File: src/design/hdlf_pkg.sv
// ----------------------------------------------------------------------------
// hdlf_pkg
// Shared types, character constants and helper functions for the hex dump
// line formatter: controller command/status bundles and segment codes.
// ----------------------------------------------------------------------------
package hdlf_pkg;

  // Line geometry (sixteen bytes per line, column index 0..15)
  localparam logic [3:0] LAST_COL = 4'd15;

  // ASCII characters used in the dump text
  localparam logic [7:0] CHAR_NL    = 8'h0a;
  localparam logic [7:0] CHAR_SPACE = 8'h20;
  localparam logic [7:0] CHAR_DOT   = 8'h2e;
  localparam logic [7:0] CHAR_TILDE = 8'h7e;
  localparam logic [7:0] CHAR_ZERO  = 8'h30;
  localparam logic [7:0] CHAR_LC_A  = 8'h61;

  // Configuration register indexes
  localparam logic REG_SHOW_ADDRESS = 1'b0;
  localparam logic REG_SHOW_TEXT    = 1'b1;

  // Segment of a line that the character generator produces
  typedef enum logic [2:0] {
    SEG_NL      = 3'd0,
    SEG_ADDR_HI = 3'd1,
    SEG_ADDR_LO = 3'd2,
    SEG_HEX     = 3'd3,
    SEG_PAD     = 3'd4,
    SEG_TEXT    = 3'd5
  } seg_t;

  // Controller to datapath commands
  typedef struct packed {
    logic       load;        // capture the input transaction
    logic       gen;         // request one chunk of characters
    logic       last;        // this chunk closes the item
    seg_t       seg;         // which segment to generate
    logic       lead_space;  // hex group preceded by the address space
    logic [2:0] pad_n;       // number of pad spaces in this chunk
    logic [1:0] row;         // text column row (four characters each)
  } cmd_t;

  // Datapath to controller status
  typedef struct packed {
    logic [3:0] col;
    logic       past_first;
    logic       show_addr;
    logic       show_text;
    logic       final_flag;
    logic       pk_ready;
  } sts_t;

  // Lowercase hex digit for one nibble
  function automatic logic [7:0] hex_char(input logic [3:0] nib);
    logic [7:0] c;
    if (nib < 4'd10) begin
      c = CHAR_ZERO + {4'd0, nib};
    end else begin
      c = CHAR_LC_A + {4'd0, nib - 4'd10};
    end
    return c;
  endfunction

  // Printable bytes show as themselves, all others as a dot
  function automatic logic [7:0] printable(input logic [7:0] d);
    logic [7:0] c;
    if (d >= CHAR_SPACE && d <= CHAR_TILDE) begin
      c = d;
    end else begin
      c = CHAR_DOT;
    end
    return c;
  endfunction

endpackage

File: src/design/hex_dump_line_formatter_unit.sv
// ----------------------------------------------------------------------------
// hex_dump_line_formatter_unit
// Hex dump text generator: one data byte in, ASCII dump text out, up to four
// characters per output transaction.
// ----------------------------------------------------------------------------
// Usage:
//   Input channel (in_valid / in_stall) takes one data byte per transaction;
//   in_is_final marks the last byte of a dump, which pads and closes its line.
//   Output channel (out_valid / out_stall) delivers chunks of one to four
//   characters; out_run_end marks the last chunk of a byte, out_dump_end the
//   last chunk of the dump. Configuration (cfg_we / cfg_index / cfg_wdata)
//   sets show_address (index 0) and show_text (index 1); write only when idle.
//   Timing: one byte at a time. A mid-line byte is accepted, then sent as one
//   hex chunk. The first byte of a line is preceded by a newline chunk (not on
//   the first line of a dump) and two address chunks when show_address is set.
//   A closing byte adds chunks of up to four pad spaces and, when show_text is
//   set, the text column as four rows; a partial chunk left over is flushed.
//   The sequencer sends one chunk per cycle while the packer is ready.
//   Reset (rst_n low, synchronous) restores both options to 1, starts a new
//   dump at address zero and empties the output. A stalled receiver holds the
//   output register and the sequencer waits; no characters are dropped.
// ----------------------------------------------------------------------------
module hex_dump_line_formatter_unit (
  input  logic       clk,
  input  logic       rst_n,
  input  logic       in_valid,
  output logic       in_stall,
  input  logic [7:0] in_data_byte,
  input  logic       in_is_final,
  output logic       out_valid,
  input  logic       out_stall,
  output logic [7:0] out_char_a,
  output logic [7:0] out_char_b,
  output logic [7:0] out_char_c,
  output logic [7:0] out_char_d,
  output logic [2:0] out_char_count,
  output logic       out_run_end,
  output logic       out_dump_end,
  input  logic       cfg_we,
  input  logic       cfg_index,
  input  logic       cfg_wdata
);

  hdlf_pkg::cmd_t cmd;
  hdlf_pkg::sts_t sts;

  // Segment sequencer
  hdlf_ctrl u_ctrl (
    .clk      (clk),
    .rst_n    (rst_n),
    .in_valid (in_valid),
    .in_stall (in_stall),
    .cmd      (cmd),
    .sts      (sts)
  );

  // Character generator, packer and output register
  hdlf_dp u_dp (
    .clk            (clk),
    .rst_n          (rst_n),
    .cmd            (cmd),
    .sts            (sts),
    .in_data_byte   (in_data_byte),
    .in_is_final    (in_is_final),
    .cfg_we         (cfg_we),
    .cfg_index      (cfg_index),
    .cfg_wdata      (cfg_wdata),
    .out_valid      (out_valid),
    .out_stall      (out_stall),
    .out_char_a     (out_char_a),
    .out_char_b     (out_char_b),
    .out_char_c     (out_char_c),
    .out_char_d     (out_char_d),
    .out_char_count (out_char_count),
    .out_run_end    (out_run_end),
    .out_dump_end   (out_dump_end)
  );

endmodule

File: src/design/hdlf_ctrl.sv
// ----------------------------------------------------------------------------
// hdlf_ctrl
// Line sequencer: walks the segments of one item (newline, address, hex group,
// pad, text column) and issues one chunk command per cycle while the datapath is ready.
// ----------------------------------------------------------------------------
module hdlf_ctrl (
  input  logic           clk,
  input  logic           rst_n,
  input  logic           in_valid,
  output logic           in_stall,
  output hdlf_pkg::cmd_t cmd,
  input  hdlf_pkg::sts_t sts
);

  typedef enum logic [6:0] {
    ST_IDLE    = 7'b0000001,
    ST_NL      = 7'b0000010,
    ST_ADDR_HI = 7'b0000100,
    ST_ADDR_LO = 7'b0001000,
    ST_HEX     = 7'b0010000,
    ST_PAD     = 7'b0100000,
    ST_TEXT    = 7'b1000000
  } state_t;

  state_t     state_r, state_nxt;
  logic       lead_r, lead_nxt;
  logic [5:0] pad_left_r, pad_left_nxt;
  logic [1:0] row_r, row_nxt;

  logic       in_fire;
  logic       gen_fire;
  logic       closing;
  logic [3:0] col_left;
  logic [5:0] pad_full;
  logic [5:0] pad_total;
  logic [2:0] pad_now;
  logic       last;
  hdlf_pkg::seg_t seg;

  // Pad length of a closing line: three columns per missing byte, minus the
  // trailing space of the last group when the text column is off
  always_comb begin
    col_left  = hdlf_pkg::LAST_COL - sts.col;
    pad_full  = {2'b00, col_left} + {1'b0, col_left, 1'b0};
    pad_total = (col_left == 4'd0) ? 6'd0 : pad_full - {5'd0, ~sts.show_text};
    pad_now   = (pad_left_r > 6'd4) ? 3'd4 : pad_left_r[2:0];
    closing   = (sts.col == hdlf_pkg::LAST_COL) || sts.final_flag;
  end

  assign in_fire  = in_valid && (state_r == ST_IDLE);
  assign gen_fire = (state_r != ST_IDLE) && sts.pk_ready;
  assign in_stall = (state_r != ST_IDLE);

  // Segment sequencing
  always_comb begin
    state_nxt    = state_r;
    lead_nxt     = lead_r;
    pad_left_nxt = pad_left_r;
    row_nxt      = row_r;
    last         = 1'b0;
    seg          = hdlf_pkg::SEG_HEX;
    unique case (state_r)
      ST_IDLE: begin
        if (in_fire) begin
          lead_nxt = (sts.col == 4'd0) && sts.show_addr;
          if (sts.col == 4'd0 && sts.past_first) begin
            state_nxt = ST_NL;
          end else if (sts.col == 4'd0 && sts.show_addr) begin
            state_nxt = ST_ADDR_HI;
          end else begin
            state_nxt = ST_HEX;
          end
        end
      end
      ST_NL: begin
        seg = hdlf_pkg::SEG_NL;
        if (gen_fire) begin
          state_nxt = lead_r ? ST_ADDR_HI : ST_HEX;
        end
      end
      ST_ADDR_HI: begin
        seg = hdlf_pkg::SEG_ADDR_HI;
        if (gen_fire) begin
          state_nxt = ST_ADDR_LO;
        end
      end
      ST_ADDR_LO: begin
        seg = hdlf_pkg::SEG_ADDR_LO;
        if (gen_fire) begin
          state_nxt = ST_HEX;
        end
      end
      ST_HEX: begin
        seg  = hdlf_pkg::SEG_HEX;
        last = !(closing && (pad_total != 6'd0 || sts.show_text));
        if (gen_fire) begin
          row_nxt      = 2'd0;
          pad_left_nxt = pad_total;
          if (closing && pad_total != 6'd0) begin
            state_nxt = ST_PAD;
          end else if (closing && sts.show_text) begin
            state_nxt = ST_TEXT;
          end else begin
            state_nxt = ST_IDLE;
          end
        end
      end
      ST_PAD: begin
        seg  = hdlf_pkg::SEG_PAD;
        last = (pad_left_r <= 6'd4) && !sts.show_text;
        if (gen_fire) begin
          pad_left_nxt = pad_left_r - {3'd0, pad_now};
          if (pad_left_r <= 6'd4) begin
            state_nxt = sts.show_text ? ST_TEXT : ST_IDLE;
          end
        end
      end
      ST_TEXT: begin
        seg  = hdlf_pkg::SEG_TEXT;
        last = (row_r == 2'd3);
        if (gen_fire) begin
          row_nxt = row_r + 2'd1;
          if (row_r == 2'd3) begin
            state_nxt = ST_IDLE;
          end
        end
      end
      default: begin
        state_nxt = ST_IDLE;
      end
    endcase
  end

  // Drive commands
  always_comb begin
    cmd.load       = in_fire;
    cmd.gen        = (state_r != ST_IDLE);
    cmd.last       = last;
    cmd.seg        = seg;
    cmd.lead_space = lead_r;
    cmd.pad_n      = pad_now;
    cmd.row        = row_r;
  end

  always_ff @(posedge clk) begin
    if (!rst_n) begin
      state_r    <= ST_IDLE;
      lead_r     <= 1'b0;
      pad_left_r <= 6'd0;
      row_r      <= 2'd0;
    end else begin
      state_r    <= state_nxt;
      lead_r     <= lead_nxt;
      pad_left_r <= pad_left_nxt;
      row_r      <= row_nxt;
    end
  end

  // Pad segment always has spaces left to send
  a_pad_nonzero: assert property (@(posedge clk) disable iff (!rst_n)
    (state_r == ST_PAD) |-> (pad_left_r != 6'd0))
    else $error("pad segment entered with no pad characters");

  // A chunk marked last always returns the sequencer to idle
  a_last_to_idle: assert property (@(posedge clk) disable iff (!rst_n)
    (gen_fire && last) |=> (state_r == ST_IDLE))
    else $error("last chunk did not return to idle");

endmodule

File: src/design/hdlf_dp.sv
// ----------------------------------------------------------------------------
// hdlf_dp
// Datapath: line state, text buffer, configuration registers, chunk character
// generator, four-character packer and the output register.
// ----------------------------------------------------------------------------
module hdlf_dp (
  input  logic           clk,
  input  logic           rst_n,
  input  hdlf_pkg::cmd_t cmd,
  output hdlf_pkg::sts_t sts,
  input  logic [7:0]     in_data_byte,
  input  logic           in_is_final,
  input  logic           cfg_we,
  input  logic           cfg_index,
  input  logic           cfg_wdata,
  output logic           out_valid,
  input  logic           out_stall,
  output logic [7:0]     out_char_a,
  output logic [7:0]     out_char_b,
  output logic [7:0]     out_char_c,
  output logic [7:0]     out_char_d,
  output logic [2:0]     out_char_count,
  output logic           out_run_end,
  output logic           out_dump_end
);

  // Line state and configuration
  logic [27:0] line_r;
  logic [3:0]  col_r;
  logic        past_r;
  logic        show_addr_r;
  logic        show_text_r;
  logic [7:0]  byte_r;
  logic        fin_r;
  logic [3:0][7:0] text_row_r [4];

  // Packer state
  logic [7:0] hold_r [3];
  logic [7:0] hold_nxt [3];
  logic [1:0] hold_cnt_r, hold_cnt_nxt;
  logic       flush_r, flush_nxt;
  logic       flush_fin_r, flush_fin_nxt;

  // Output register
  logic       out_valid_r, out_valid_nxt;
  logic [7:0] out_chr_r [4];
  logic [7:0] out_chr_nxt [4];
  logic [2:0] out_cnt_r, out_cnt_nxt;
  logic       out_run_r, out_run_nxt;
  logic       out_dump_r, out_dump_nxt;

  logic        out_free;
  logic        pk_ready;
  logic        gen_fire;
  logic        out_load;
  logic        sp;
  logic [31:0] addr_w;
  logic [3:0][7:0] row_data;
  logic [7:0]  g [4];
  logic [2:0]  gen_n;
  logic [7:0]  w [7];
  logic [2:0]  tot;
  logic [2:0]  out_sel_cnt;

  assign out_free = !out_valid_r || !out_stall;
  assign pk_ready = out_free && !flush_r;
  assign gen_fire = cmd.gen && pk_ready;

  always_comb begin
    sts.col        = col_r;
    sts.past_first = past_r;
    sts.show_addr  = show_addr_r;
    sts.show_text  = show_text_r;
    sts.final_flag = fin_r;
    sts.pk_ready   = pk_ready;
  end

  // Generate one chunk of up to four characters for the current segment
  always_comb begin
    addr_w   = {line_r, 4'b0000};
    row_data = text_row_r[cmd.row];
    sp       = (col_r != hdlf_pkg::LAST_COL) || show_text_r;
    for (int i = 0; i < 4; i++) begin
      g[i] = 8'h00;
    end
    gen_n = 3'd4;
    unique case (cmd.seg)
      hdlf_pkg::SEG_NL: begin
        g[0]  = hdlf_pkg::CHAR_NL;
        gen_n = 3'd1;
      end
      hdlf_pkg::SEG_ADDR_HI: begin
        for (int i = 0; i < 4; i++) begin
          g[i] = hdlf_pkg::hex_char(addr_w[31 - 4 * i -: 4]);
        end
      end
      hdlf_pkg::SEG_ADDR_LO: begin
        for (int i = 0; i < 4; i++) begin
          g[i] = hdlf_pkg::hex_char(addr_w[15 - 4 * i -: 4]);
        end
      end
      hdlf_pkg::SEG_HEX: begin
        if (cmd.lead_space) begin
          g[0]  = hdlf_pkg::CHAR_SPACE;
          g[1]  = hdlf_pkg::hex_char(byte_r[7:4]);
          g[2]  = hdlf_pkg::hex_char(byte_r[3:0]);
          g[3]  = hdlf_pkg::CHAR_SPACE;
          gen_n = sp ? 3'd4 : 3'd3;
        end else begin
          g[0]  = hdlf_pkg::hex_char(byte_r[7:4]);
          g[1]  = hdlf_pkg::hex_char(byte_r[3:0]);
          g[2]  = hdlf_pkg::CHAR_SPACE;
          gen_n = sp ? 3'd3 : 3'd2;
        end
      end
      hdlf_pkg::SEG_PAD: begin
        for (int i = 0; i < 4; i++) begin
          g[i] = hdlf_pkg::CHAR_SPACE;
        end
        gen_n = cmd.pad_n;
      end
      hdlf_pkg::SEG_TEXT: begin
        for (int j = 0; j < 4; j++) begin
          g[j] = ({cmd.row, 2'(j)} <= col_r) ? row_data[j] : hdlf_pkg::CHAR_SPACE;
        end
      end
      default: begin
        gen_n = 3'd1;
      end
    endcase
  end

  // Join held characters with the new chunk into a seven-character window
  always_comb begin
    logic [2:0] gi;
    for (int i = 0; i < 7; i++) begin
      gi   = 3'(i) - {1'b0, hold_cnt_r};
      w[i] = 8'h00;
      if (3'(i) >= {1'b0, hold_cnt_r} && gi < 3'd4) begin
        w[i] = g[gi[1:0]];
      end
    end
    for (int i = 0; i < 3; i++) begin
      if (2'(i) < hold_cnt_r) begin
        w[i] = hold_r[i];
      end
    end
    tot = {1'b0, hold_cnt_r} + gen_n;
  end

  // Packer: emit full chunks, hold remainders, flush at the end of an item
  always_comb begin
    hold_nxt      = hold_r;
    hold_cnt_nxt  = hold_cnt_r;
    flush_nxt     = flush_r;
    flush_fin_nxt = flush_fin_r;
    out_load      = 1'b0;
    out_sel_cnt   = 3'd4;
    out_run_nxt   = out_run_r;
    out_dump_nxt  = out_dump_r;
    out_chr_nxt   = out_chr_r;
    if (gen_fire) begin
      if (tot >= 3'd4) begin
        out_load     = 1'b1;
        out_sel_cnt  = 3'd4;
        out_run_nxt  = cmd.last && (tot == 3'd4);
        out_dump_nxt = cmd.last && (tot == 3'd4) && fin_r;
        for (int j = 0; j < 3; j++) begin
          hold_nxt[j] = w[4 + j];
        end
        hold_cnt_nxt  = 2'(tot - 3'd4);
        flush_nxt     = cmd.last && (tot != 3'd4);
        flush_fin_nxt = fin_r;
      end else if (cmd.last) begin
        out_load     = 1'b1;
        out_sel_cnt  = tot;
        out_run_nxt  = 1'b1;
        out_dump_nxt = fin_r;
        hold_cnt_nxt = 2'd0;
      end else begin
        for (int j = 0; j < 3; j++) begin
          hold_nxt[j] = w[j];
        end
        hold_cnt_nxt = tot[1:0];
      end
    end else if (flush_r && out_free) begin
      out_load     = 1'b1;
      out_sel_cnt  = {1'b0, hold_cnt_r};
      out_run_nxt  = 1'b1;
      out_dump_nxt = flush_fin_r;
      hold_cnt_nxt = 2'd0;
      flush_nxt    = 1'b0;
    end
    // Characters beyond the count read as zero
    for (int j = 0; j < 4; j++) begin
      out_chr_nxt[j] = (3'(j) < out_sel_cnt) ? w[j] : 8'h00;
    end
    if (!out_load) begin
      out_chr_nxt = out_chr_r;
    end
    out_cnt_nxt   = out_load ? out_sel_cnt : out_cnt_r;
    out_valid_nxt = out_load ? 1'b1 : (out_valid_r && out_stall);
  end

  // Control registers: line state, configuration, packer and output valid
  always_ff @(posedge clk) begin
    if (!rst_n) begin
      line_r      <= 28'd0;
      col_r       <= 4'd0;
      past_r      <= 1'b0;
      show_addr_r <= 1'b1;
      show_text_r <= 1'b1;
      fin_r       <= 1'b0;
      hold_cnt_r  <= 2'd0;
      flush_r     <= 1'b0;
      flush_fin_r <= 1'b0;
      out_valid_r <= 1'b0;
    end else begin
      hold_cnt_r  <= hold_cnt_nxt;
      flush_r     <= flush_nxt;
      flush_fin_r <= flush_fin_nxt;
      out_valid_r <= out_valid_nxt;
      if (cfg_we) begin
        unique case (cfg_index)
          hdlf_pkg::REG_SHOW_ADDRESS: show_addr_r <= cfg_wdata;
          hdlf_pkg::REG_SHOW_TEXT:    show_text_r <= cfg_wdata;
          default: ;
        endcase
      end
      if (cmd.load) begin
        fin_r <= in_is_final;
      end
      // Advance the line position once the item is complete
      if (gen_fire && cmd.last) begin
        if (col_r == hdlf_pkg::LAST_COL || fin_r) begin
          col_r  <= 4'd0;
          line_r <= fin_r ? 28'd0 : line_r + 28'd1;
          past_r <= !fin_r;
        end else begin
          col_r <= col_r + 4'd1;
        end
      end
    end
  end

  // Payload registers
  always_ff @(posedge clk) begin
    if (cmd.load) begin
      byte_r <= in_data_byte;
    end
    if (gen_fire && cmd.seg == hdlf_pkg::SEG_HEX) begin
      text_row_r[col_r[3:2]][col_r[1:0]] <= hdlf_pkg::printable(byte_r);
    end
    hold_r     <= hold_nxt;
    out_chr_r  <= out_chr_nxt;
    out_cnt_r  <= out_cnt_nxt;
    out_run_r  <= out_run_nxt;
    out_dump_r <= out_dump_nxt;
  end

  assign out_valid      = out_valid_r;
  assign out_char_a     = out_chr_r[0];
  assign out_char_b     = out_chr_r[1];
  assign out_char_c     = out_chr_r[2];
  assign out_char_d     = out_chr_r[3];
  assign out_char_count = out_cnt_r;
  assign out_run_end    = out_run_r;
  assign out_dump_end   = out_dump_r;

  // A pending flush always has characters to send
  a_flush_has_chars: assert property (@(posedge clk) disable iff (!rst_n)
    flush_r |-> (hold_cnt_r != 2'd0))
    else $error("flush pending with empty hold buffer");

  // Every presented chunk carries one to four characters
  a_count_range: assert property (@(posedge clk) disable iff (!rst_n)
    out_valid_r |-> (out_cnt_r != 3'd0 && out_cnt_r <= 3'd4))
    else $error("output chunk count out of range");

  // End of dump only ever marks the closing chunk of an item
  a_dump_is_run_end: assert property (@(posedge clk) disable iff (!rst_n)
    (out_valid_r && out_dump_r) |-> out_run_r)
    else $error("dump end without run end");

endmodule

File: config.mk
export PLATFORM = sky130hd
export DESIGN_NAME = hex_dump_line_formatter_unit
export DESIGN_NICKNAME = d
export VERILOG_FILES = /design/src/design/hdlf_pkg.sv /design/src/design/hex_dump_line_formatter_unit.sv /design/src/design/hdlf_ctrl.sv /design/src/design/hdlf_dp.sv
export SDC_FILE = /design/constraint.sdc
export NUM_CORES = 1
export LEC_CHECK = 0
export ABC_AREA = 1
export BUFFER_PORTS_ARGS = -buffer_cell sky130_fd_sc_hd__buf_2
export CORE_MARGIN = 2
export CORE_UTILIZATION = 55
export CTS_CLUSTER_SIZE = 14
export DETAILED_ROUTE_END_ITERATION = 10
export HOLD_SLACK_MARGIN = 0.08
export MAX_ROUTING_LAYER = met4
export PLACE_DENSITY = 0.75
export SLEW_MARGIN = 20
export SYNTH_ARGS = -nofsm -noshare
export SYNTH_HDL_FRONTEND = slang
export SYNTH_SLANG_ARGS = --single-unit
File: constraint.sdc
create_clock -name clk -period 3.65 [get_ports clk]
set_clock_uncertainty 0.1 [all_clocks]
set_input_delay 0.365 -clock clk [delete_from_list [all_inputs] [get_ports clk]]
set_output_delay 0.365 -clock clk [all_outputs]
set_load 0.1 [all_outputs]
==> results.md, run 1 <==
- Area of combinational cells with multiple inputs: a little under 0.007 sq mm
- Synth Area in Adders: 6.36%
- Ports placed on the boundary: 55
- Kind of start point of the critical path: flip-flop
- Max Transition Viols Final: 0
- Xor and xnor fraction of the mapped netlist area: approximately 2.4%
- Maximum vdd ir drop: around 0.7 mV
- Worst hold-check path type: in -> reg
- DR vias/cell: approximately 5.7
- Final routed wirelength across all metal layers: about 40000 um
- Total area of sequential cells: 0.00710 sq mm
- Total die area: between 0.02 and 0.03 sq mm
- Worst slew margin relative to its limit: a little under half
- Fill cell instance count of the final layout: between 2000 and 2500
- Power share of the clock group: 20.4%
- Setup slack after layout: 0.211 ns
- Total Negative Setup Slacks: 0 ns
- First-pass GRT wire length: between 60000 and 70000 um
- Starting density of the core: 56.3%
- Core footprint: around 0.026 sq mm
- Grt ovf: 0
- Clk root buf: sky130_fd_sc_hd__clkbuf_16
- Count of different cell masters after synthesis: slightly below 50
- Clock-pin slew on the worst setup and hold paths: ~0.06 ns
- Setup crit end kind: flip-flop
- Share of synthesized cell area in and, or, nand and nor gates: a little over a quarter
- Post-Synthesis Cell Area: roughly 0.015 sq mm
- Min cycle time layout: 3.44 ns
- Cells after DPL: ~2200
- Sequential fraction of the synthesis area: roughly 48%
- Detailed-router iteration count before antenna repair: 6
- Placed wire-length estimate: slightly below 30000 um
- Initial antenna violation count: 0
- Layout cell share with drive strength beyond 1: between 10% and 20%
- RSZ-0062 raised after global routing: no
- Syn Area/Cell: between 8 and 9 sq um
- Number of nets in the layout: 1964
- Register bit count reported by yosys: between 200 and 300
- Combined global-route utilization of all metal layers: 29.4%
- Number of core rows: 59
- Maximum number of pins on one net before global-route repair: 68
- Post-synthesis async set-or-reset flop share: 0%
- Die Span Y: between 150 and 200 um
- PortBufs: between 50 and 60
- Finished Layout Cells: between 2000 and 2500
- Placement-stage worst setup slack: 0.0603 ns
- Ant diodes: 0
- Complex-gate fraction of the synthesized area: 10.6%
- Global placer's final weighted congestion: between 0.9 and 1
- Clock network latency to the later pin of the worst-skew pair: about 0.57 ns
- Number of antenna-violating nets in the routed design: 0
- Critical path data arrival time: between 3 and 4 ns
- Die X: 168 um
- Maximum achievable frequency: 0.291 GHz
- Status: finished, final reports clean
- Post-synth EDFFs: 197
- Syn. warnings: 0
- Worst setup path category: reg -> reg
- Number of failing setup endpoints in the final timing report: 0
- Number of global-route vias before repair: approximately 12000
- Total via count in the routed design: about 13000
- Iter 0 DRT Violations: 1297
- Post-route cell area: ~0.017 sq mm
- Portion of total power attributed to sequential cells: 32.1%
- Largest family of logic cells by synthesized area: simple AND/OR/NAND/NOR gates
- Leak pwr: roughly 0.0069 uW
- Switching part of the total power: a little under half
- Post-detailed-route DRC marker count: 0
- Area growth from synthesis to layout: 13.6%
- Share of the cycle needed by the critical path after routing: a little over nine tenths
- Clock buffers created by TritonCTS: 27
- Final hold viol count: 0
- Internal portion of total power: approximately 7400 uW
- Core occupancy in the finished layout: 64.0%
- Most used flip-flop cell after synthesis: sky130_fd_sc_hd__edfxtp_1
- Maximum number of buffers from clock root to sink: 3
- Combinational group share of total power: a little under half
- Worst path required time: 3.96 ns
- Transition time at the pin with the least slew margin: slightly above 0.8 ns
- Number of max-capacitance violations reported: 0
- Post-synthesis mux area share: 0%
- Clock tree from TritonCTS: yes
- Areal power density over the cells: approximately 830 mW/mm^2
- Instance area after placement: about 0.016 sq mm
- Maximum fanout along the worst path: 10
- Net switching power figure: around 6500 uW
- Number of instances in the synthesized netlist: 1774
- Final routed wire length divided by cell count: 18.0 um
- CTS H-Tree Depth: 1
- CTS sink count: between 200 and 300
-- final cells by class --
type                    count  area share (%)
inverters                 166            3.74
multi-input cells        1298            40.4
clock buffers              29            4.09
clock inverters            20            1.34
well taps                 335            2.51
repair buffers            126            5.43
flip-flops and latches    256            42.5
-- kinds of logic after synthesis --
| logic type | after synthesis |
|---|---|
| AND/OR/NAND/NOR | 885 |
| AO/OA/AOI/OAI | 283 |
| flip-flops | 256 |
| buffers and inverters | 235 |
| adder cells (fa/ha/maj) | 73 |
| XOR/XNOR | 40 |
| other | 2 |
-- placed cells by master, fill, tap and decap left out, drive strengths merged --
master,n
a21oi,82
a221oi,1
a22oi,3
a31oi,5
and3,2
buf,109
bufinv,4
clkbuf,29
clkinv,16
clkinvlp,2
conb,17
dfxtp,59
dlygate4sd3,17
edfxtp,197
fa,3
ha,70
inv,164
nand2,421
nand3,151
nand3b,11
nand4,22
nor2,246
nor3,15
nor3b,2
nor4,2
o211ai,7
o21ai,161
o221ai,3
o22ai,17
o31ai,3
o32ai,1
or2,13
xnor2,12
xor2,28
-- critical path: stages (launching register included) --
cell and delay, ns:
sky130_fd_sc_hd__dfxtp_1 0.34, sky130_fd_sc_hd__buf_4 0.16, sky130_fd_sc_hd__ha_1 0.19, sky130_fd_sc_hd__nand2_2 0.12, sky130_fd_sc_hd__inv_2 0.12, sky130_fd_sc_hd__nand2_1 0.08, sky130_fd_sc_hd__ha_1 0.28, sky130_fd_sc_hd__nand2_1 0.05
sky130_fd_sc_hd__nand3_1 0.08, sky130_fd_sc_hd__ha_1 0.14, sky130_fd_sc_hd__inv_1 0.05, sky130_fd_sc_hd__fa_1 0.41, sky130_fd_sc_hd__inv_1 0.07, sky130_fd_sc_hd__nand2_1 0.05, sky130_fd_sc_hd__nand2_1 0.11, sky130_fd_sc_hd__buf_4 0.21
sky130_fd_sc_hd__nand4_1 0.11, sky130_fd_sc_hd__nand2_1 0.21, sky130_fd_sc_hd__nand2_2 0.19, sky130_fd_sc_hd__a21oi_1 0.19
-- synth_stat cells (11+ instances only) --
cell	instances	area share, %
sky130_fd_sc_hd__o21ai_0	153	5.2
sky130_fd_sc_hd__nand2_1	401	10
sky130_fd_sc_hd__edfxtp_1	197	40
sky130_fd_sc_hd__nor2_1	235	6.0
sky130_fd_sc_hd__o22ai_1	17	0.72
sky130_fd_sc_hd__clkbuf_1	42	1.1
sky130_fd_sc_hd__inv_1	151	3.9
sky130_fd_sc_hd__inv_2	11	0.28
sky130_fd_sc_hd__or2_2	13	0.55
sky130_fd_sc_hd__nand3_1	149	5.1
sky130_fd_sc_hd__xor2_1	28	1.7
sky130_fd_sc_hd__ha_1	70	6.0
sky130_fd_sc_hd__a21oi_1	71	2.4
sky130_fd_sc_hd__nand4_1	21	0.89
sky130_fd_sc_hd__nor3_1	14	0.48
sky130_fd_sc_hd__xnor2_1	12	0.71
sky130_fd_sc_hd__nand2_2	18	0.77
sky130_fd_sc_hd__dfxtp_1	59	8.0
-- routing by layer --
metal  wire length (um)  track usage, %  vias to the layer above
li1                   -               -                     6114
met1              17200            39.6                     5900
met2              18500            46.4                      504
met3               3110            3.76                       92
met4               1420            9.75                        0
met5                  0               -                        -
-- sequential cells by signal (all words and copies together), names as in the netlist, 2 cells and up, named ones only --
register and flops:
u_dp.text_row_r 128, u_dp.line_r 28, u_dp.hold_r 24, u_dp.byte_r 8, u_dp.out_char_a 8, u_dp.out_char_b 8
u_dp.out_char_c 8, u_dp.out_char_d 8, u_ctrl.state_r 7, u_ctrl.pad_left_r 6, u_dp.col_r 4, u_dp.out_char_count 3
u_ctrl.row_r 2, u_dp.hold_cnt_r 2
-- stage by stage --
stage,power [uW],hold WS (ns)
3_5_place_dp,11000,0.351
4_1_cts,13800,0.0950
2_1_floorplan,9330,0.325
5_1_grt,14600,0.171
6_report,14000,0.101
3_3_place_gp,10900,0.344
-- timing repair --
item	in CTS	in global routing
gates resized for setup	0	7
hold buffers	17	0
buffers inserted	0	7
endpoints found under the setup margin	0	90
endpoints found under the hold margin	12	0
-- final timing paths --
path / from / end / slack, ns / depth (start not counted)
max reg2reg: u_dp.col_r[0] / u_dp.out_char_c[0] / 0.21 / 19
min reg2reg: u_dp.flush_fin_r / u_dp.flush_fin_r / 0.36 / 2
min: in_valid / u_ctrl.state_r[0] / 0.10 / 4
max: u_dp.col_r[0] / u_dp.out_char_c[0] / 0.21 / 19
-- power groups by stage --
stage	combinational, uW	clock [uW]	sequential, uW
final	6640	2840	4480
after global routing	7140	2970	4520
after CTS	6510	2860	4480
after detailed placement	6470	0	4530
after global placement	6350	0	4510
after floorplan	3210	0	6120
(Power assumes the default switching activity.)
==> inputs of run 2 (changes only) <==
==> constraint.sdc (replaced) <==
create_clock -name clk -period 3.65 [get_ports clk]
set_clock_uncertainty 0.1 [all_clocks]
set_input_delay 0.5475 -clock clk [delete_from_list [all_inputs] [get_ports clk]]
set_output_delay 0.5475 -clock clk [all_outputs]
set_load 0.1 [all_outputs]
==> run 2 against run 1 <==
Utilization shrank 0.38 points. Wire length shrank 0.20%. Via count shrank 0.39%. Non-clock buffer count shrank 10. Sequential share of layout area grew 0.26 points. Total power shrank 0.16%. Combinational power is essentially flat. Clock-buffer cell count is the same.
==> results.md, run 2 (synthesis gave the netlist of run 1 again) <==
- Launch instance of the worst min-delay path: in_data_byte[0] (was in_valid)
- Total die area: 0.0281 sq mm (unchanged)
- Status: finished, final reports clean (unchanged)
- Cells after DPL: 2157 (unchanged)
- Total area of sequential cells: 0.00710 sq mm (unchanged)
- Initial antenna violation count: 0 (unchanged)
- CTS H-Tree Depth: 1 (unchanged)
- Number of global-route vias before repair: 11561 (was 11614)
- Final routed wire length divided by cell count: 18.1 um (was 18.0 um)
- Combinational group share of total power: 47.5% (was 47.6%)
- Core footprint: 0.0261 sq mm (unchanged)
- Cell depth of the worst min-delay path: 1 (was 4)
- Top library cells by usage in the layout, fill and taps aside: 400 x sky130_fd_sc_hd__nand2_1, 235 x sky130_fd_sc_hd__nor2_1, 197 x sky130_fd_sc_hd__edfxtp_1 (unchanged)
- Launching point of the worst reg2reg path: u_dp.col_r[0] (unchanged)
- Worst setup path category: reg -> reg (unchanged)
- Number of core rows: 59 (unchanged)
- Most common cell after layout, fill and taps aside: sky130_fd_sc_hd__nand2_1 (unchanged)
- Grt ovf: 0 (unchanged)
- Maximum vdd ir drop: 0.687 mV (was 0.691 mV)
- Die X: 168 um (unchanged)
- Maximum number of pins on one net before global-route repair: 68 (unchanged)
- Endpoint, Worst Hold: u_dp.byte_r[0] (was u_ctrl.state_r[0])
- PortBufs: 54 (unchanged)
- Worst slew margin relative to its limit: 44.7% (was 45.7%)
- Area of combinational cells with multiple inputs: 0.00675 sq mm (unchanged)
- Total Negative Setup Slacks: 0 ns (unchanged)
- Starting density of the core: 56.3% (unchanged)
- Clock-pin slew on the worst setup and hold paths: 0.07 ns (was 0.06 ns)
- Final routed wirelength across all metal layers: 40100 um (was 40200 um)
- Detailed-router iteration count before antenna repair: 5 (was 6)
- Number of failing setup endpoints in the final timing report: 0 (unchanged)
- Final hold viol count: 0 (unchanged)
- Cell depth of the worst flop-to-flop path: 19 (unchanged)
- CTS sink count: 256 (unchanged)
- Clock buffers created by TritonCTS: 27 (unchanged)
- Combined global-route utilization of all metal layers: 29.4% (about the same)
- Global placer's final weighted congestion: 0.992 (unchanged)
- Maximum number of buffers from clock root to sink: 3 (unchanged)
- Flip-flop count of the largest register after layout: 128 (unchanged)
- Max Transition Viols Final: 0 (unchanged)
- Leak pwr: 0.00691 uW (was 0.00695 uW)
- Switching part of the total power: 46.8% (about the same)
- Finished Layout Cells: 2220 (was 2230)
- Power share of the clock group: 20.4% (about the same)
- Setup slack after layout: 0.204 ns (was 0.211 ns)
- Placement-stage worst setup slack: 0.0603 ns (unchanged)
- Final Hold Slack: 0.111 ns (was 0.101 ns)
- Post-detailed-route DRC marker count: 0 (unchanged)
- Portion of total power attributed to sequential cells: 32.1% (about the same)
- Transition time at the pin with the least slew margin: 0.826 ns (was 0.812 ns)
- Number of max-capacitance violations reported: 0 (unchanged)
- Layout cell share with drive strength beyond 1: 12.3% (was 12.2%)
- Areal power density over the cells: 839 mW/mm^2 (was 835 mW/mm^2)
- DR vias/cell: 5.66 (was 5.65)
- Total via count in the routed design: 12561 (was 12610)
- Iter 0 DRT Violations: 1326 (was 1297)
- Ant diodes: 0 (unchanged)
- Net switching power figure: 6520 uW (was 6530 uW)
- Setup slack of the worst register-to-register path: 0.20 ns (was 0.21 ns)
- Worst path required time: 3.96 ns (about the same)
- Min cycle time layout: 3.45 ns (was 3.44 ns)
- Clock tree from TritonCTS: yes (unchanged)
- Maximum achievable frequency: 0.290 GHz (was 0.291 GHz)
- Area growth from synthesis to layout: 12.9% (was 13.6%)
- Kind of start point of the critical path: flip-flop (unchanged)
- RSZ-0062 raised after global routing: no (unchanged)
- Internal portion of total power: 7420 uW (was 7430 uW)
- Share of the cycle needed by the critical path after routing: 94.4% (was 94.2%)
- RR Endpoint: u_dp.out_char_c[0] (unchanged)
- Setup crit end kind: flip-flop (unchanged)
- First-pass GRT wire length: 63200 um (was 63300 um)
- Critical path data arrival time: 3.75 ns (about the same)
- Placed wire-length estimate: 28900 um (unchanged)
- Die Span Y: 168 um (unchanged)
- Maximum fanout along the worst path: 10 (unchanged)
- Worst hold-check path type: in -> reg (unchanged)
- Clk root buf: sky130_fd_sc_hd__clkbuf_16 (unchanged)
- Clock network latency to the later pin of the worst-skew pair: 0.56 ns (was 0.57 ns)
- Ports placed on the boundary: 55 (unchanged)
- Fill cell instance count of the final layout: 2214 (was 2198)
- Number of antenna-violating nets in the routed design: 0 (unchanged)
- Number of nets in the layout: 1954 (was 1964)
==> run 2: worst max-delay path by stage <==
stage,from,to,slack (ns),cells after the start
floorplan,u_dp.col_r[0],u_dp.out_char_a[0],0.24,16
global placement,u_dp.col_r[1],u_dp.out_char_a[5],0.25,18
detailed placement,u_dp.col_r[1],u_dp.out_char_a[1],0.06,18
CTS,u_dp.col_r[1],u_dp.out_char_a[1],0.07,18
global route,u_dp.col_r[0],u_dp.out_char_c[0],0.03,19
finish,u_dp.col_r[0],u_dp.out_char_c[0],0.20,19
==> run 2: final cells by class <==
class | instances | area share (%)
Timing Repair Buffer | 116 | 4.86
Tap cell | 335 | 2.52
Clock inverter | 20 | 1.35
Inverter | 166 | 3.77
Sequential cell | 256 | 42.7
Clock buffer | 29 | 4.11
Multi-Input combinational cell | 1298 | 40.6
==> run 2: layer usage <==
metal | vias to the layer above | global-route usage, % | part of all wire, %
li1 | 6098 | - | -
met1 | 5859 | 39.7 | 43
met4 | 0 | 9.60 | 3.4
met3 | 86 | 3.76 | 7.8
met5 | - | - | 0
met2 | 518 | 46.3 | 46
==> run 2: per-stage QoR <==
step | area [sq um] | power [uW] | utilization [%]
after floorplan | 14800 | 9330 | -
after global placement | 15500 | 10900 | 59.5
after detailed placement | 15500 | 11000 | 59.5
after CTS | 16500 | 13800 | 63.2
after global routing | 16600 | 14600 | 63.6
final | 16600 | 13900 | 63.6
==> run 2: worst max-delay path, stage by stage, from the launching register on <==
cell and delay (ns):
sky130_fd_sc_hd__dfxtp_1 0.35, sky130_fd_sc_hd__buf_4 0.16, sky130_fd_sc_hd__ha_1 0.19, sky130_fd_sc_hd__nand2_2 0.11, sky130_fd_sc_hd__inv_2 0.13, sky130_fd_sc_hd__nand2_1 0.08, sky130_fd_sc_hd__ha_1 0.28, sky130_fd_sc_hd__nand2_1 0.05
sky130_fd_sc_hd__nand3_1 0.08, sky130_fd_sc_hd__ha_1 0.14, sky130_fd_sc_hd__inv_1 0.05, sky130_fd_sc_hd__fa_1 0.41, sky130_fd_sc_hd__inv_1 0.07, sky130_fd_sc_hd__nand2_1 0.05, sky130_fd_sc_hd__nand2_1 0.11, sky130_fd_sc_hd__buf_4 0.21
sky130_fd_sc_hd__nand4_1 0.11, sky130_fd_sc_hd__nand2_1 0.20, sky130_fd_sc_hd__nand2_2 0.19, sky130_fd_sc_hd__a21oi_1 0.19
==> run 2: repair_timing <==
action                                 4_1_cts  5_1_grt
buffers inserted                             0        7
endpoints found under the hold margin        7        0
setup endpoints to repair                    0       90
hold buffers                                 7        0
gates resized for setup                      0        7
==> run 2: power by group through the flow <==
| stage | clock network [uW] | logic, uW | registers [uW] |
|---|---|---|---|
| final | 2840 | 6620 | 4480 |
| after floorplan | 0 | 3210 | 6120 |
| after CTS | 2860 | 6500 | 4480 |
| after global routing | 2970 | 7130 | 4520 |
| after detailed placement | 0 | 6470 | 4530 |
| after global placement | 0 | 6350 | 4510 |
==> inputs of run 3 (changes only) <==
Settings changed: CORE_MARGIN 2 to 5, CTS_BUF_LIST from default to sky130_fd_sc_hd__clkbuf_16.
==> run 3 against run 2 <==
Global-route usage fell by 2.2 points. Via count barely moved. Total power fell by 1.9%. Largest power group unchanged. First-iteration DRC count rose by 2.6%. Critical endpoint is now u_dp.out_char_c[5]. Utilization fell by 0.26 points. Wire length rose by 0.79%. Combinational power barely moved. Clock power fell by 10%. Setup slack improved by 0.045 ns.
==> results.md, run 3 (synthesis gave the netlist of run 1 again) <==
- Total area of sequential cells: 0.00710 sq mm (about the same)
- Ports placed on the boundary: 55 (unchanged)
- Critical Path Most Common Cell: sky130_fd_sc_hd__inv_1 (was sky130_fd_sc_hd__nand2_1)
- Leak pwr: 0.00693 uW (was 0.00691 uW)
- Grt ovf: 0 (unchanged)
- Sequence of cells on the critical path: inv_1, ha_1, inv_1, ha_1, inv_1, fa_1, inv_1, nand3_1, nand2_1, nand2_1, nand3_1, nand3_1, nand2_1, nand3_2, nand2_2, nand2_2, nand3_2, buf_12 (was buf_4, ha_1, nand2_2, inv_2, nand2_1, ha_1, nand2_1, nand3_1, ha_1, inv_1, fa_1, inv_1, nand2_1, nand2_1, buf_4, nand4_1, nand2_1, nand2_2, a21oi_1)
- Clk root buf: sky130_fd_sc_hd__clkbuf_16 (unchanged)
- Maximum number of pins on one net before global-route repair: 68 (unchanged)
- Gate family responsible for the most delay along the worst path: simple AND/OR/NAND/NOR gates (was adder cells)
- Worst setup path category: reg -> reg (unchanged)
- PortBufs: 54 (unchanged)
- Initial antenna violation count: 0 (unchanged)
- CTS H-Tree Depth: 1 (unchanged)
- Iter 0 DRT Violations: 1360 (was 1326)
- Kind of start point of the critical path: flip-flop (unchanged)
- Final routed wirelength across all metal layers: 40500 um (was 40100 um)
- Clock tree from TritonCTS: yes (unchanged)
- Critical Path Max Stage Delay: 0.43 ns (was 0.41 ns)
- Final routed wire length divided by cell count: 18.2 um (was 18.1 um)
- Number of antenna-violating nets in the routed design: 0 (unchanged)
- Crit path buf inv count: 5 (unchanged)
- Min cycle time layout: 3.40 ns (was 3.45 ns)
- Total Negative Setup Slacks: 0 ns (unchanged)
- Detailed-router iteration count before antenna repair: 6 (was 5)
- Worst slew margin relative to its limit: 49.1% (was 44.7%)
- Core occupancy in the finished layout: 63.3% (was 63.6%)
- Total via count in the routed design: 12551 (was 12561)
- Die Span Y: 174 um (was 168 um)
- Transition time at the pin with the least slew margin: 0.762 ns (was 0.826 ns)
- Share of the cycle needed by the critical path after routing: 93.2% (was 94.4%)
- Number of max-capacitance violations reported: 0 (unchanged)
- Number of core rows: 59 (unchanged)
- Finished Layout Cells: 2228 (was 2220)
- Placed wire-length estimate: 29200 um (was 28900 um)
- Maximum fanout along the worst path: 35 (was 10)
- Core footprint: 0.0262 sq mm (was 0.0261 sq mm)
- Clock buffers created by TritonCTS: 27 (unchanged)
- Clock network latency to the later pin of the worst-skew pair: 0.56 ns (about the same)
- Post-detailed-route DRC marker count: 0 (unchanged)
- Number of nets in the layout: 1963 (was 1954)
- Instance area after placement: 0.0156 sq mm (was 0.0155 sq mm)
- RSZ-0062 raised after global routing: no (unchanged)
- Worst path required time: 3.79 ns (was 3.96 ns)
- DR vias/cell: 5.63 (was 5.66)
- Cells after DPL: 2168 (was 2157)
- Top library cells by usage in the layout, fill and taps aside: 399 x sky130_fd_sc_hd__nand2_1, 235 x sky130_fd_sc_hd__nor2_1, 197 x sky130_fd_sc_hd__edfxtp_1 (was 400 x sky130_fd_sc_hd__nand2_1, 235 x sky130_fd_sc_hd__nor2_1, 197 x sky130_fd_sc_hd__edfxtp_1)
- Total power consumption of the routed design: 13700 uW (was 13900 uW)
- Max Transition Viols Final: 0 (unchanged)
- Maximum achievable frequency: 0.294 GHz (was 0.290 GHz)
- Setup crit end kind: flip-flop (unchanged)
- Maximum vdd ir drop: 0.575 mV (was 0.687 mV)
- Ant diodes: 0 (unchanged)
- Number of failing setup endpoints in the final timing report: 0 (unchanged)
- Total die area: 0.0301 sq mm (was 0.0281 sq mm)
- Final hold viol count: 0 (unchanged)
- Standard cell with the maximum stage delay on the critical path: sky130_fd_sc_hd__dfxtp_1 (was sky130_fd_sc_hd__fa_1)
- Die X: 174 um (was 168 um)
- First-pass GRT wire length: 64100 um (was 63200 um)
- Global placer's final weighted congestion: 1.01 (was 0.992)
- Critical path data arrival time: 3.54 ns (was 3.75 ns)
- Number of global-route vias before repair: 11866 (was 11561)
- Post-route cell area: 0.0166 sq mm (about the same)
- Layout cell share with drive strength beyond 1: 12.4% (was 12.3%)
- Areal power density over the cells: 824 mW/mm^2 (was 839 mW/mm^2)
- CTS sink count: 256 (unchanged)
- Worst hold-check path type: in -> reg (unchanged)
- Area growth from synthesis to layout: 12.7% (was 12.9%)
- Clock-pin slew on the worst setup and hold paths: 0.06 ns (was 0.07 ns)
- Fill cell instance count of the final layout: 2236 (was 2214)
- Combined global-route utilization of all metal layers: 27.2% (was 29.4%)
- Area of combinational cells with multiple inputs: 0.00676 sq mm (was 0.00675 sq mm)
- Flip-flop count of the largest register after layout: 128 (unchanged)
- Status: finished, final reports clean (unchanged)
- Most common cell after layout, fill and taps aside: sky130_fd_sc_hd__nand2_1 (unchanged)
- Maximum number of buffers from clock root to sink: 3 (unchanged)
- Starting density of the core: 56.2% (was 56.3%)
[run 3: layer usage]
layer  GRT usage [%]  routed length, um  up-vias  share of wire, %
li1                -                  -     6113                 -
met1            36.6              17100     5816                42
met2            43.5              18700      546                46
met3            4.69               3520       76               8.7
met4            6.63               1100        0               2.7
met5               -                  0        -                 0
[run 3: final cells by class]
cell class	count	share of cell area, %
repair buffers	125	5.29
flip-flops and latches	256	42.8
well taps	335	2.53
inverters	166	3.77
clock inverters	21	0.837
clock buffers	27	4.07
multi-input cells	1298	40.7
[run 3: path summary, 6_finish.rpt]
path / start / endpoint / slack [ns] / depth (start not counted)
min reg2reg: u_dp.flush_fin_r / u_dp.flush_fin_r / 0.39 / 2
max reg2reg: u_dp.col_r[1] / u_dp.out_char_c[5] / 0.25 / 18
max: u_dp.col_r[1] / u_dp.out_char_c[5] / 0.25 / 18
min: cfg_wdata / u_dp.show_addr_r / 0.14 / 3
[run 3: tightest hold or removal path, delay by kind of cell]
kind | cells | cell delay [ns]
buffers and inverters | 1 | 0.09
AND/OR/NAND/NOR | 2 | 0.13
[run 3: metrics by stage]
stage / worst slack [ns] / hold slack (ns)
3_5_place_dp: 0.0642 / 0.362
5_1_grt: 0.0254 / 0.129
2_1_floorplan: 0.236 / 0.325
3_3_place_gp: 0.232 / 0.352
6_report: 0.249 / 0.141
4_1_cts: 0.0513 / 0.115
[run 3: power breakdown]
| part | switching (uW) | leakage (uW) | internal [uW] |
|---|---|---|---|
| sequential | 205 | 0.00230 | 4260 |
| clock | 1140 | 0.000418 | 1420 |
| combinational | 5120 | 0.00421 | 1520 |
| total | 6460 | 0.00693 | 7200 |
[run 3: what timing repair did]
| action | in CTS | in global routing |
|---|---|---|
| endpoints found under the hold margin | 8 | 0 |
| resized for setup | 0 | 7 |
| buffers inserted | 0 | 4 |
| hold buffers | 8 | 0 |
| endpoints found under the setup margin | 0 | 81 |
